<file path="src/rtl/fas_pkg.sv">
package fas_pkg;

  localparam int DATA_W = 8;
  // Offset from the sequence base: up to triple offset + 4
  localparam int REL_W  = 9;
  // Base plus offset before reduction into the table
  localparam int RAW_W  = 10;

  localparam logic [DATA_W-1:0] CODE_LOOP = 8'hff;
  localparam logic [DATA_W-1:0] CODE_HOLD = 8'hfe;
  localparam logic [DATA_W-1:0] CODE_END  = 8'hfd;

  typedef enum logic [1:0] {
    CMD_LOAD,
    CMD_START,
    CMD_START_DIFF,
    CMD_TICK
  } cmd_t;

  typedef enum logic [1:0] {
    ST_IDLE,
    ST_ADDR,
    ST_MEM,
    ST_DATA
  } state_t;

  typedef enum logic [2:0] {
    P_WRITE,
    P_COUNT,
    P_OP,
    P_TARGET,
    P_POSE,
    P_HIT,
    P_END
  } phase_t;

endpackage

</file>
<file path="src/rtl/fas_ram.sv">
module fas_ram #(
  parameter int WIDTH = 8,
  parameter int DEPTH = 256
) (
  input  logic                     clk,
  input  logic                     we,
  input  logic [$clog2(DEPTH)-1:0] addr,
  input  logic [WIDTH-1:0]         wdata,
  output logic [WIDTH-1:0]         rdata
);

  logic [WIDTH-1:0] mem [DEPTH];
  logic [WIDTH-1:0] rdata_r;

  always_ff @(posedge clk) begin
    if (we) begin
      mem[addr] <= wdata;
    end
    rdata_r <= mem[addr];
  end

  assign rdata = rdata_r;

endmodule

</file>
<file path="src/rtl/fas_addr_mod.sv">
// Reduce base + offset modulo the table depth: quotient by reciprocal multiply,
// registered with the input, then remainder by constant multiply.
module fas_addr_mod #(
  parameter int TABLE_DEPTH = 256
) (
  input  logic                           clk,
  input  logic [fas_pkg::RAW_W-1:0]      raw_i,
  output logic [$clog2(TABLE_DEPTH)-1:0] addr_o
);

  localparam int AW      = $clog2(TABLE_DEPTH);
  localparam int SHIFT   = 20;
  localparam int MUL_W   = SHIFT + 1;
  localparam int DEP_W   = AW + 1;
  localparam int PROD_W  = fas_pkg::RAW_W + MUL_W;
  localparam int QD_W    = fas_pkg::RAW_W + DEP_W;
  localparam logic [MUL_W-1:0] MUL_M =
    MUL_W'(((2 ** SHIFT) + TABLE_DEPTH - 1) / TABLE_DEPTH);
  localparam logic [DEP_W-1:0] DEPTH_V = DEP_W'(TABLE_DEPTH);

  logic [fas_pkg::RAW_W-1:0] raw_r;
  logic [fas_pkg::RAW_W-1:0] q_r;
  logic [fas_pkg::RAW_W-1:0] q_nxt;
  logic [PROD_W-1:0]         prod;
  logic [QD_W-1:0]           qd;
  logic [QD_W-1:0]           rem_full;

  assign prod  = {{fas_pkg::RAW_W{1'b0}}, MUL_M} * {{MUL_W{1'b0}}, raw_i};
  assign q_nxt = prod[SHIFT +: fas_pkg::RAW_W];

  always_ff @(posedge clk) begin
    raw_r <= raw_i;
    q_r   <= q_nxt;
  end

  assign qd       = {{DEP_W{1'b0}}, q_r} * {{fas_pkg::RAW_W{1'b0}}, DEPTH_V};
  assign rem_full = {{DEP_W{1'b0}}, raw_r} - qd;
  assign addr_o   = rem_full[AW-1:0];

endmodule

</file>
<file path="src/rtl/frame_animation_sequencer.sv">
// Channel  | Ports                                        | Handshake
// ---------+----------------------------------------------+-------------------------
// request  | in_command, in_address, in_data              | start high, busy low
// result   | out_pose, out_hit_box, out_done_res          | out_valid, one cycle
//
// Each table access passes through address reduction, RAM read and data.
// Load writes one entry, start reads the frame count (start-if-different skips
// it when it keeps the base), tick makes up to six table reads through the
// single RAM port. busy stays high until the strobe; the next request is taken
// in the strobe cycle. Synchronous reset returns to idle and clears base,
// offset and frame count; the table is undefined until loaded. The receiver
// cannot stall; each result is shown for exactly one cycle.
module frame_animation_sequencer #(
  parameter int TABLE_DEPTH = 256
) (
  input  logic       clk,
  input  logic       rst_n,
  input  logic       start,
  output logic       busy,
  input  logic [1:0] in_command,
  input  logic [7:0] in_address,
  input  logic [7:0] in_data,
  output logic       out_valid,
  output logic [7:0] out_pose,
  output logic [7:0] out_hit_box,
  output logic       out_done_res
);

  localparam int AW = $clog2(TABLE_DEPTH);

  fas_pkg::state_t state_r, state_nxt;
  fas_pkg::phase_t phase_r, phase_nxt;
  fas_pkg::cmd_t   cmd;

  logic [fas_pkg::REL_W-1:0]  rel_r, rel_nxt;
  logic [fas_pkg::DATA_W-1:0] base_r, base_nxt;
  logic [fas_pkg::DATA_W-1:0] off_r, off_nxt;
  logic [fas_pkg::DATA_W-1:0] frames_r, frames_nxt;
  logic [fas_pkg::DATA_W-1:0] addr_r, addr_nxt;
  logic [fas_pkg::DATA_W-1:0] data_r, data_nxt;
  logic [fas_pkg::DATA_W-1:0] pose_r, pose_nxt;
  logic [fas_pkg::DATA_W-1:0] hit_r, hit_nxt;
  logic                       done_r, done_nxt;
  logic                       out_valid_r, out_valid_nxt;

  logic [fas_pkg::DATA_W-1:0] off_p3;
  logic [fas_pkg::DATA_W-1:0] tgt3;
  logic [fas_pkg::RAW_W-1:0]  raw;
  logic [AW-1:0]              ram_addr;
  logic [fas_pkg::DATA_W-1:0] ram_rdata;
  logic                       ram_we;

  assign cmd    = fas_pkg::cmd_t'(in_command);
  assign off_p3 = off_r + 8'd3;
  assign tgt3   = ram_rdata + {ram_rdata[6:0], 1'b0};

  assign raw = (phase_r == fas_pkg::P_WRITE) ? {2'b00, addr_r}
                                             : {2'b00, base_r} + {1'b0, rel_r};

  fas_addr_mod #(
    .TABLE_DEPTH(TABLE_DEPTH)
  ) u_addr_mod (
    .clk   (clk),
    .raw_i (raw),
    .addr_o(ram_addr)
  );

  assign ram_we = (state_r == fas_pkg::ST_MEM) && (phase_r == fas_pkg::P_WRITE);

  fas_ram #(
    .WIDTH(fas_pkg::DATA_W),
    .DEPTH(TABLE_DEPTH)
  ) u_table (
    .clk  (clk),
    .we   (ram_we),
    .addr (ram_addr),
    .wdata(data_r),
    .rdata(ram_rdata)
  );

  // Next state
  always_comb begin
    state_nxt = state_r;
    case (state_r)
      fas_pkg::ST_IDLE: begin
        if (start) begin
          state_nxt = fas_pkg::ST_ADDR;
        end
      end
      fas_pkg::ST_ADDR: begin
        state_nxt = fas_pkg::ST_MEM;
      end
      fas_pkg::ST_MEM: begin
        if (phase_r == fas_pkg::P_WRITE) begin
          state_nxt = fas_pkg::ST_ADDR;
        end else begin
          state_nxt = fas_pkg::ST_DATA;
        end
      end
      fas_pkg::ST_DATA: begin
        if (phase_r == fas_pkg::P_END) begin
          state_nxt = fas_pkg::ST_IDLE;
        end else begin
          state_nxt = fas_pkg::ST_ADDR;
        end
      end
      default: state_nxt = fas_pkg::ST_IDLE;
    endcase
  end

  // Datapath and outputs
  always_comb begin
    phase_nxt     = phase_r;
    rel_nxt       = rel_r;
    base_nxt      = base_r;
    off_nxt       = off_r;
    frames_nxt    = frames_r;
    addr_nxt      = addr_r;
    data_nxt      = data_r;
    pose_nxt      = pose_r;
    hit_nxt       = hit_r;
    done_nxt      = done_r;
    out_valid_nxt = 1'b0;
    case (state_r)
      fas_pkg::ST_IDLE: begin
        if (start) begin
          addr_nxt  = in_address;
          data_nxt  = in_data;
          phase_nxt = fas_pkg::P_POSE;
          rel_nxt   = {1'b0, off_r};
          case (cmd)
            fas_pkg::CMD_LOAD: begin
              phase_nxt = fas_pkg::P_WRITE;
            end
            fas_pkg::CMD_START: begin
              base_nxt  = in_address;
              off_nxt   = '0;
              phase_nxt = fas_pkg::P_COUNT;
              rel_nxt   = 9'd1;
            end
            fas_pkg::CMD_START_DIFF: begin
              if (in_address != base_r) begin
                base_nxt  = in_address;
                off_nxt   = '0;
                phase_nxt = fas_pkg::P_COUNT;
                rel_nxt   = 9'd1;
              end
            end
            fas_pkg::CMD_TICK: begin
              if (frames_r == 8'd1) begin
                // Triple ends: fetch the code after it
                frames_nxt = '0;
                phase_nxt  = fas_pkg::P_OP;
                rel_nxt    = {1'b0, off_p3};
              end else if (frames_r != 8'd0) begin
                frames_nxt = frames_r - 8'd1;
              end
            end
            default: ;
          endcase
        end
      end
      fas_pkg::ST_MEM: begin
        if (phase_r == fas_pkg::P_WRITE) begin
          phase_nxt = fas_pkg::P_POSE;
          rel_nxt   = {1'b0, off_r};
        end
      end
      fas_pkg::ST_DATA: begin
        case (phase_r)
          fas_pkg::P_COUNT: begin
            frames_nxt = ram_rdata;
            phase_nxt  = fas_pkg::P_POSE;
            rel_nxt    = {1'b0, off_r};
          end
          fas_pkg::P_OP: begin
            if (ram_rdata == fas_pkg::CODE_LOOP) begin
              phase_nxt = fas_pkg::P_TARGET;
              rel_nxt   = {1'b0, off_p3} + 9'd1;
            end else if (ram_rdata == fas_pkg::CODE_HOLD ||
                         ram_rdata == fas_pkg::CODE_END) begin
              // Freeze on the current triple
              phase_nxt = fas_pkg::P_POSE;
              rel_nxt   = {1'b0, off_r};
            end else begin
              off_nxt   = off_p3;
              phase_nxt = fas_pkg::P_COUNT;
              rel_nxt   = {1'b0, off_p3} + 9'd1;
            end
          end
          fas_pkg::P_TARGET: begin
            off_nxt   = tgt3;
            phase_nxt = fas_pkg::P_COUNT;
            rel_nxt   = {1'b0, tgt3} + 9'd1;
          end
          fas_pkg::P_POSE: begin
            pose_nxt  = ram_rdata;
            phase_nxt = fas_pkg::P_HIT;
            rel_nxt   = {1'b0, off_r} + 9'd2;
          end
          fas_pkg::P_HIT: begin
            hit_nxt   = ram_rdata;
            phase_nxt = fas_pkg::P_END;
            rel_nxt   = {1'b0, off_r} + 9'd3;
          end
          fas_pkg::P_END: begin
            done_nxt      = (frames_r == 8'd0) && (ram_rdata == fas_pkg::CODE_END);
            out_valid_nxt = 1'b1;
          end
          default: ;
        endcase
      end
      default: ;
    endcase
  end

  always_ff @(posedge clk) begin
    if (!rst_n) begin
      state_r     <= fas_pkg::ST_IDLE;
      phase_r     <= fas_pkg::P_POSE;
      base_r      <= '0;
      off_r       <= '0;
      frames_r    <= '0;
      out_valid_r <= 1'b0;
    end else begin
      state_r     <= state_nxt;
      phase_r     <= phase_nxt;
      base_r      <= base_nxt;
      off_r       <= off_nxt;
      frames_r    <= frames_nxt;
      out_valid_r <= out_valid_nxt;
    end
  end

  always_ff @(posedge clk) begin
    rel_r  <= rel_nxt;
    addr_r <= addr_nxt;
    data_r <= data_nxt;
    pose_r <= pose_nxt;
    hit_r  <= hit_nxt;
    done_r <= done_nxt;
  end

  assign busy         = (state_r != fas_pkg::ST_IDLE);
  assign out_valid    = out_valid_r;
  assign out_pose     = pose_r;
  assign out_hit_box  = hit_r;
  assign out_done_res = done_r;

endmodule

</file>
<file path="config.mk">
export PLATFORM = sky130hd
export DESIGN_NAME = frame_animation_sequencer
export DESIGN_NICKNAME = d
export VERILOG_FILES = /design/src/rtl/fas_pkg.sv /design/src/rtl/fas_ram.sv /design/src/rtl/fas_addr_mod.sv /design/src/rtl/frame_animation_sequencer.sv
export SDC_FILE = /design/constraint.sdc
export NUM_CORES = 2
export LEC_CHECK = 0
export BUFFER_PORTS_ARGS = -buffer_cell sky130_fd_sc_hd__buf_2
export CELL_PAD_IN_SITES_DETAIL_PLACEMENT = 1
export CELL_PAD_IN_SITES_GLOBAL_PLACEMENT = 1
export CORE_MARGIN = 1.5
export CORE_UTILIZATION = 40
export CTS_BUF_LIST = sky130_fd_sc_hd__clkbuf_16
export CTS_CLUSTER_DIAMETER = 100
export DETAILED_ROUTE_END_ITERATION = 8
export GPL_ROUTABILITY_DRIVEN = 0
export PLACE_DENSITY = 0.66
export SKIP_LAST_GASP = 1
export SYNTH_ARGS = -nofsm -noshare
export SYNTH_HDL_FRONTEND = slang
export SYNTH_SLANG_ARGS = --single-unit
</file>
<file path="constraint.sdc">
create_clock -name clk -period 7.7 [get_ports clk]
set_input_delay 0.77 -clock clk [delete_from_list [all_inputs] [get_ports clk]]
set_output_delay 0.77 -clock clk [all_outputs]
set_load 0.02 [all_outputs]
</file>
Word level (Yosys, flattened, before mapping) --
Memories as Yosys holds them, arrays and structs flattened. A register that Yosys moved wholly into a read port is not among the register bits. Index checks and enable logic that the tools add are counted.
Storage, ports and cells: input bits 21, memory bits (writable) 2048, register bits after elaboration 79, bits in latches 0, memories kept 1, ROM bits 0
Operators by class: divide/modulo/power cells 0, multiplexer cells 41, $mul 0, add/subtract/negate cells 9, reduce and logical (&&, ||, !) cells 21, shift-type cells 0, $lt $le $gt $ge 0, equality and inequality tests 29, bitwise logic cells 0
Memory list:
- u_table.mem | words 256, width 8, read ports 1, clocked after Yosys merged registers in 1, wr ports 1, RTL line fas_ram.sv:12 | logic [WIDTH-1:0] mem [DEPTH];
Operators with widths (count):
- 8-bit 2-to-1 mux | 17
- 8-bit one-hot mux with 2 select lines | 5
- 8-bit one-hot mux with 3 select lines | 2
- 8-bit one-hot mux with 5 select lines | 1
- 8-bit by 2-bit adder with 8-bit output (second input constant) | 3
- 8-bit equality test (second input constant) | 3
- 3-bit 2-to-1 mux | 6
- 8-bit by 1-bit adder with 8-bit output (second input constant) | 2
- 8-bit adder | 2
- 8-bit by 1-bit subtractor with 8-bit output (second input constant) | 2
- 3-bit one-hot mux with 5 select lines | 1
- 3-bit inequality test (second input constant) | 4
- 3-bit one-hot mux with 4 select lines | 1
- 2-bit AND reduction | 5
- 3-bit equality test (second input constant) | 3
- 3-bit one-hot mux with 3 select lines | 1
- 2-bit equality test (second input constant) | 4
- 8-bit by 1-bit equality test with 1-bit output (second input constant) | 1
- 8-bit logical NOT | 1
- 8-bit inequality test | 1
- 2-bit one-hot mux with 4 select lines | 1
- 4-bit AND reduction | 2
- 8-bit nonzero test | 1
- 7-bit AND reduction | 1
- other kinds (17) | 30

Depth between registers and ports, before layout --
word-level depth 6, depth in mapped cells 12, depth with buffers taken out 10

Modules after synthesis --
Synthesis repeated with hierarchy kept, for this count alone.
Unflattened totals: cells, all modules 4080, area total of the unflattened synthesis 83386.2 um2
Modules (own cells, without submodules):
- fas_ram | times used 1, seq. area each 61659.1 um2, area an instance 78492.8 um2, cells each 3547
- frame_animation_sequencer | times used 1, seq. area each 1861.8 um2, area an instance 4733.3 um2, cells each 525
- fas_addr_mod | times used 1, seq. area each 160.2 um2, area an instance 160.2 um2, cells each 8

Worst setup path before layout --
OpenSTA, ideal clock, no wires.
path kind flip-flop to flip-flop, start point reg data_r[0] (netlist bit), end point mem u_table.mem[0][0], data pin, cell stages (with the launch flop) 1, library setup time 0.817 ns, data arrival time 3.228 ns, buffers on the path 0, path slack 3.654 ns, period minus slack after synthesis 4.046 ns, cell sequence edfxtp_1
RTL lines:
- start: declaration | RTL line frame_animation_sequencer.sv:40 | logic [fas_pkg::DATA_W-1:0] data_r, data_nxt;
- start signal: assignment | RTL line frame_animation_sequencer.sv:238 | data_r <= data_nxt;
- end: declaration | RTL line fas_ram.sv:12
No word-level cell before the write port.

Worst setup path after layout --
start point reg u_addr_mod.raw_r[0] (netlist bit), end point reg u_table.rdata_r[0], in the netlist u_table.rdata[0], read port of u_table.mem
Between the ends: longest elaborated chain between the ends 1
RTL lines:
- start: declaration | RTL line fas_addr_mod.sv:21 | logic [fas_pkg::RAW_W-1:0] raw_r;
- start signal: assignment | RTL line fas_addr_mod.sv:32 | raw_r <= raw_i;
- 8-bit by 1-bit subtractor with 8-bit output | RTL line fas_addr_mod.sv:37 | assign rem_full = {{DEP_W{1'b0}}, raw_r} - qd;
- end: declaration | RTL line fas_ram.sv:13 | logic [WIDTH-1:0] rdata_r;
Every way passes these cells. A chain may end at the register's enable or synchronous reset.

==> impl_metrics.tcl <==
set metrics [dict create \
    status "completed" \
    power_leakage_nw 28.98 \
    ys_ff_latch 2135 \
    synth.top_cell.area_share 0.7452 \
    synthAdderAreaFrac 0.004340 \
    insertion_delay_ps 870 \
    regArea_um2 63670 \
    dpl.hpwl_um 150700 \
    drtIter0Drc 5365 \
    rsz0062_at_grt "false" \
    worst_slew_pin_slew_ps 1395 \
    post-cts-setup-buffers 0 \
    post-route-period-util 0.5872 \
    synth-compound-area-share 0.03923 \
    area_growth_pct 11.92 \
    grt_pass1_wl_um 344900 \
    cp.arrival_ps 5250 \
    core_um2 209400 \
    wl_met1_um 100100 \
    finClkSkew_ps 48.51 \
    cap_violations 0 \
    synth.distinct_cells 73 \
    ys_top_cells_by_area "edfxtp_1, mux4_2, mux2i_1" \
    synth-simple-area-share 0.03665 \
    crit_chain "buf_12, and2b_2, a22oi_1, nand3_1, nand4_1, nor4_1, and4_1, o21ai_0" \
    syn-cell-area_um2 84180 \
    hold_class "primary input to flop" \
    synth_mux_area_frac 0.1420 \
    yosys_warnings 0 \
    track_usage 0.2280 \
    synth_cells 4277 \
    first_global_vias 44670 \
    synth_top_family_by_area "multiplexers" \
    row_count 168 \
    clock_sinks 2135 \
    multiInputGateArea_um2 19120 \
    cts_tree "built" \
    peakVddDrop_uv 278.0 \
    critPathMaxFanout 62 \
    max_slew_margin 0.06659 \
    critPathSlowestCell "and2b_2" \
    synthXorXnorAreaFrac 0.004266 \
    highest_layer "met4" \
    final_core_util 0.4500 \
    path_clk_slew_ps 60 \
    die_area_um2 213200 \
    cpPeakStageDelay_ps 1090 \
    fmax_mhz 221.2 \
    ctsHoldBuffers 0 \
    avgViaCountPerCell 5.982 \
    synthArstFlopShare 0 \
    final.setup.tns_ps 0 \
    critPathCaptureType "flop" \
    power_per_cell_area_nw_per_um2 354.3 \
    post_cts_resize_count 0 \
    synth_flop_cell "edfxtp_1" \
    setup_viol 0 \
    drtAntennaViolNets 0 \
    grt_max_degree 205 \
    first_pass_iters 5 \
    cts_buffer_depth 3 \
    crit_required_ps 8430 \
    synth-edff-count 2089 \
    route.detailed.drc 0 \
    overflow 0 \
    cts_inserted_buffers 210 \
    ios 40 \
    dr_wl_met3_um 20270 \
    crit_type "flop to flop" \
    min_period_ps 4521 \
    hold_violations 0 \
    root_buffer "clkbuf_16" \
    start_util 0.4021 \
    synth_top_cell_by_area "edfxtp_1" \
    fill_cells 19530 \
    synth_nets 4326 \
    numPortBuffers 39 \
    drive_gt1_frac 0.1993 \
    die_y_um 461.7 \
    yosysMostFrequentCell "edfxtp_1" \
    routed_wl_um 242500 \
    wl_met2_um 113200 \
    die_x_um 461.7 \
    final_max_slew_viol_count 0 \
    ys_seq_area_frac 0.7561 \
    wire_per_inst_um 32.97 \
    avgSynthCellArea_um2 19.68 \
    dr_total_vias 43990 \
    synth_top_cells_by_count "edfxtp_1, mux4_2, nor2_1, a22oi_1, mux2i_1" \
    critPathLaunchType "flop" \
    htreeDepth 4 \
    fin_nets 4427 \
    antenna_found_initial 6 \
]
==> flip-flops by register name, summed over array words and instances (netlist names) <==
name	cells
u_table.mem	2048
addr_r	8
base_r	8
data_r	8
frames_r	8
off_r	8
out_hit_box	8
out_pose	8
rel_r	8
u_addr_mod.raw_r	8
u_table.rdata	8
phase_r	3
state_r	2
out_done_res	1
out_valid	1
==> critical path, delay by kind of cell (launching register included) <==
family          cells  cell delay (ps)
compound gates      2              310
buf+inv             1              470
flops               1              830
simple gates        5             2600
==> final timing paths <==
| path | slack [ps] | depth (start not counted) | startpoint | to |
|---|---|---|---|---|
| worst min register to register | 470 | 1 | state_r[0]$_SDFFE_PN0P_ | state_r[0]$_SDFFE_PN0P_ |
| worst max-delay path | 3180 | 8 | u_addr_mod.raw_r[0]$_DFF_P_ | u_table.rdata[0]$_DFF_P_ |
| worst min-delay path | 80 | 1 | in_data[0] | data_r[0]$_DFFE_PP_ |
| worst max register to register | 3180 | 8 | u_addr_mod.raw_r[0]$_DFF_P_ | u_table.rdata[0]$_DFF_P_ |
==> layer usage <==
layer / up-vias / GRT usage
li1: 17820 / -
met1: 23720 / 0.3189
met2: 2083 / 0.3524
met3: 366 / 0.04887
met4: 0 / 0.08315
met5: - / 0
==> final cells by class <==
cell class,instances,share of cell area
Clock buffer,211,0.05605
Clock inverter,170,0.01438
Timing Repair Buffer,144,0.01243
Sequential cell,2135,0.6758
Tap cell,2805,0.03725
Antenna cell,2,0.00005312
Multi-Input combinational cell,1861,0.2030
Inverter,26,0.001036
==> placed cells by master (no fill, tap or decap), types with 6 or more instances in the layout <==
| cell type | count |
|---|---|
| buf_2 | 39 |
| nor3b_1 | 8 |
| xor2_1 | 15 |
| o31ai_1 | 7 |
| clkbuf_16 | 211 |
| a22oi_1 | 185 |
| nand2b_1 | 12 |
| nand4_1 | 20 |
| clkinv_1 | 54 |
| o211ai_1 | 18 |
| inv_1 | 69 |
| nor3_1 | 41 |
| buf_4 | 90 |
| nand2_1 | 84 |
| o22ai_1 | 20 |
| mux4_2 | 448 |
| and2_1 | 6 |
| o21ai_0 | 58 |
| dfxtp_1 | 41 |
| or2_2 | 6 |
| nand3_1 | 68 |
| clkinvlp_4 | 9 |
| xnor2_1 | 26 |
| a221oi_1 | 19 |
| clkinv_2 | 32 |
| a211oi_1 | 14 |
| a21oi_1 | 84 |
| a31oi_1 | 13 |
| nor4_1 | 13 |
| nor2_1 | 353 |
| buf_12 | 15 |
| nor2b_1 | 14 |
| and3_1 | 11 |
| a22o_1 | 15 |
| ha_1 | 26 |
| bufinv_16 | 14 |
| mux2i_1 | 183 |
| clkinv_16 | 7 |
| edfxtp_1 | 2089 |
==> power breakdown <==
part / switching, W / internal (W) / leakage [nW]
Sequential: 0.000372 / 0.0134 / 19.2
Combinational: 0.00622 / 0.00351 / 6.43
Clock: 0.00447 / 0.00546 / 3.39
Total: 0.0111 / 0.0223 / 29.0
==> cell families after synthesis <==
family,after synthesis
AOI/OAI and AO/OA,480
xor gates and xnor gates,41
adders and majority gates,28
buffers and inverters,281
DFF,2135
muxes,634
and+or+nand+nor,678
==> through the flow <==
stage	worst slack, ps	std cells	hold WS [ps]	cell area [um2]	power (W)
final	3179	7354	81.43	94210	0.03338
after global routing	3013	7353	53.58	94210	0.03426
after CTS	3215	7352	24.05	94210	0.03347
after detailed placement	3248	6971	473.4	87570	0.02362
after global placement	3269	6971	446.1	87570	0.02350
after floorplan	3654	4277	417.8	84180	0.02000
No activity file was read; power rests on OpenSTA's default activity.
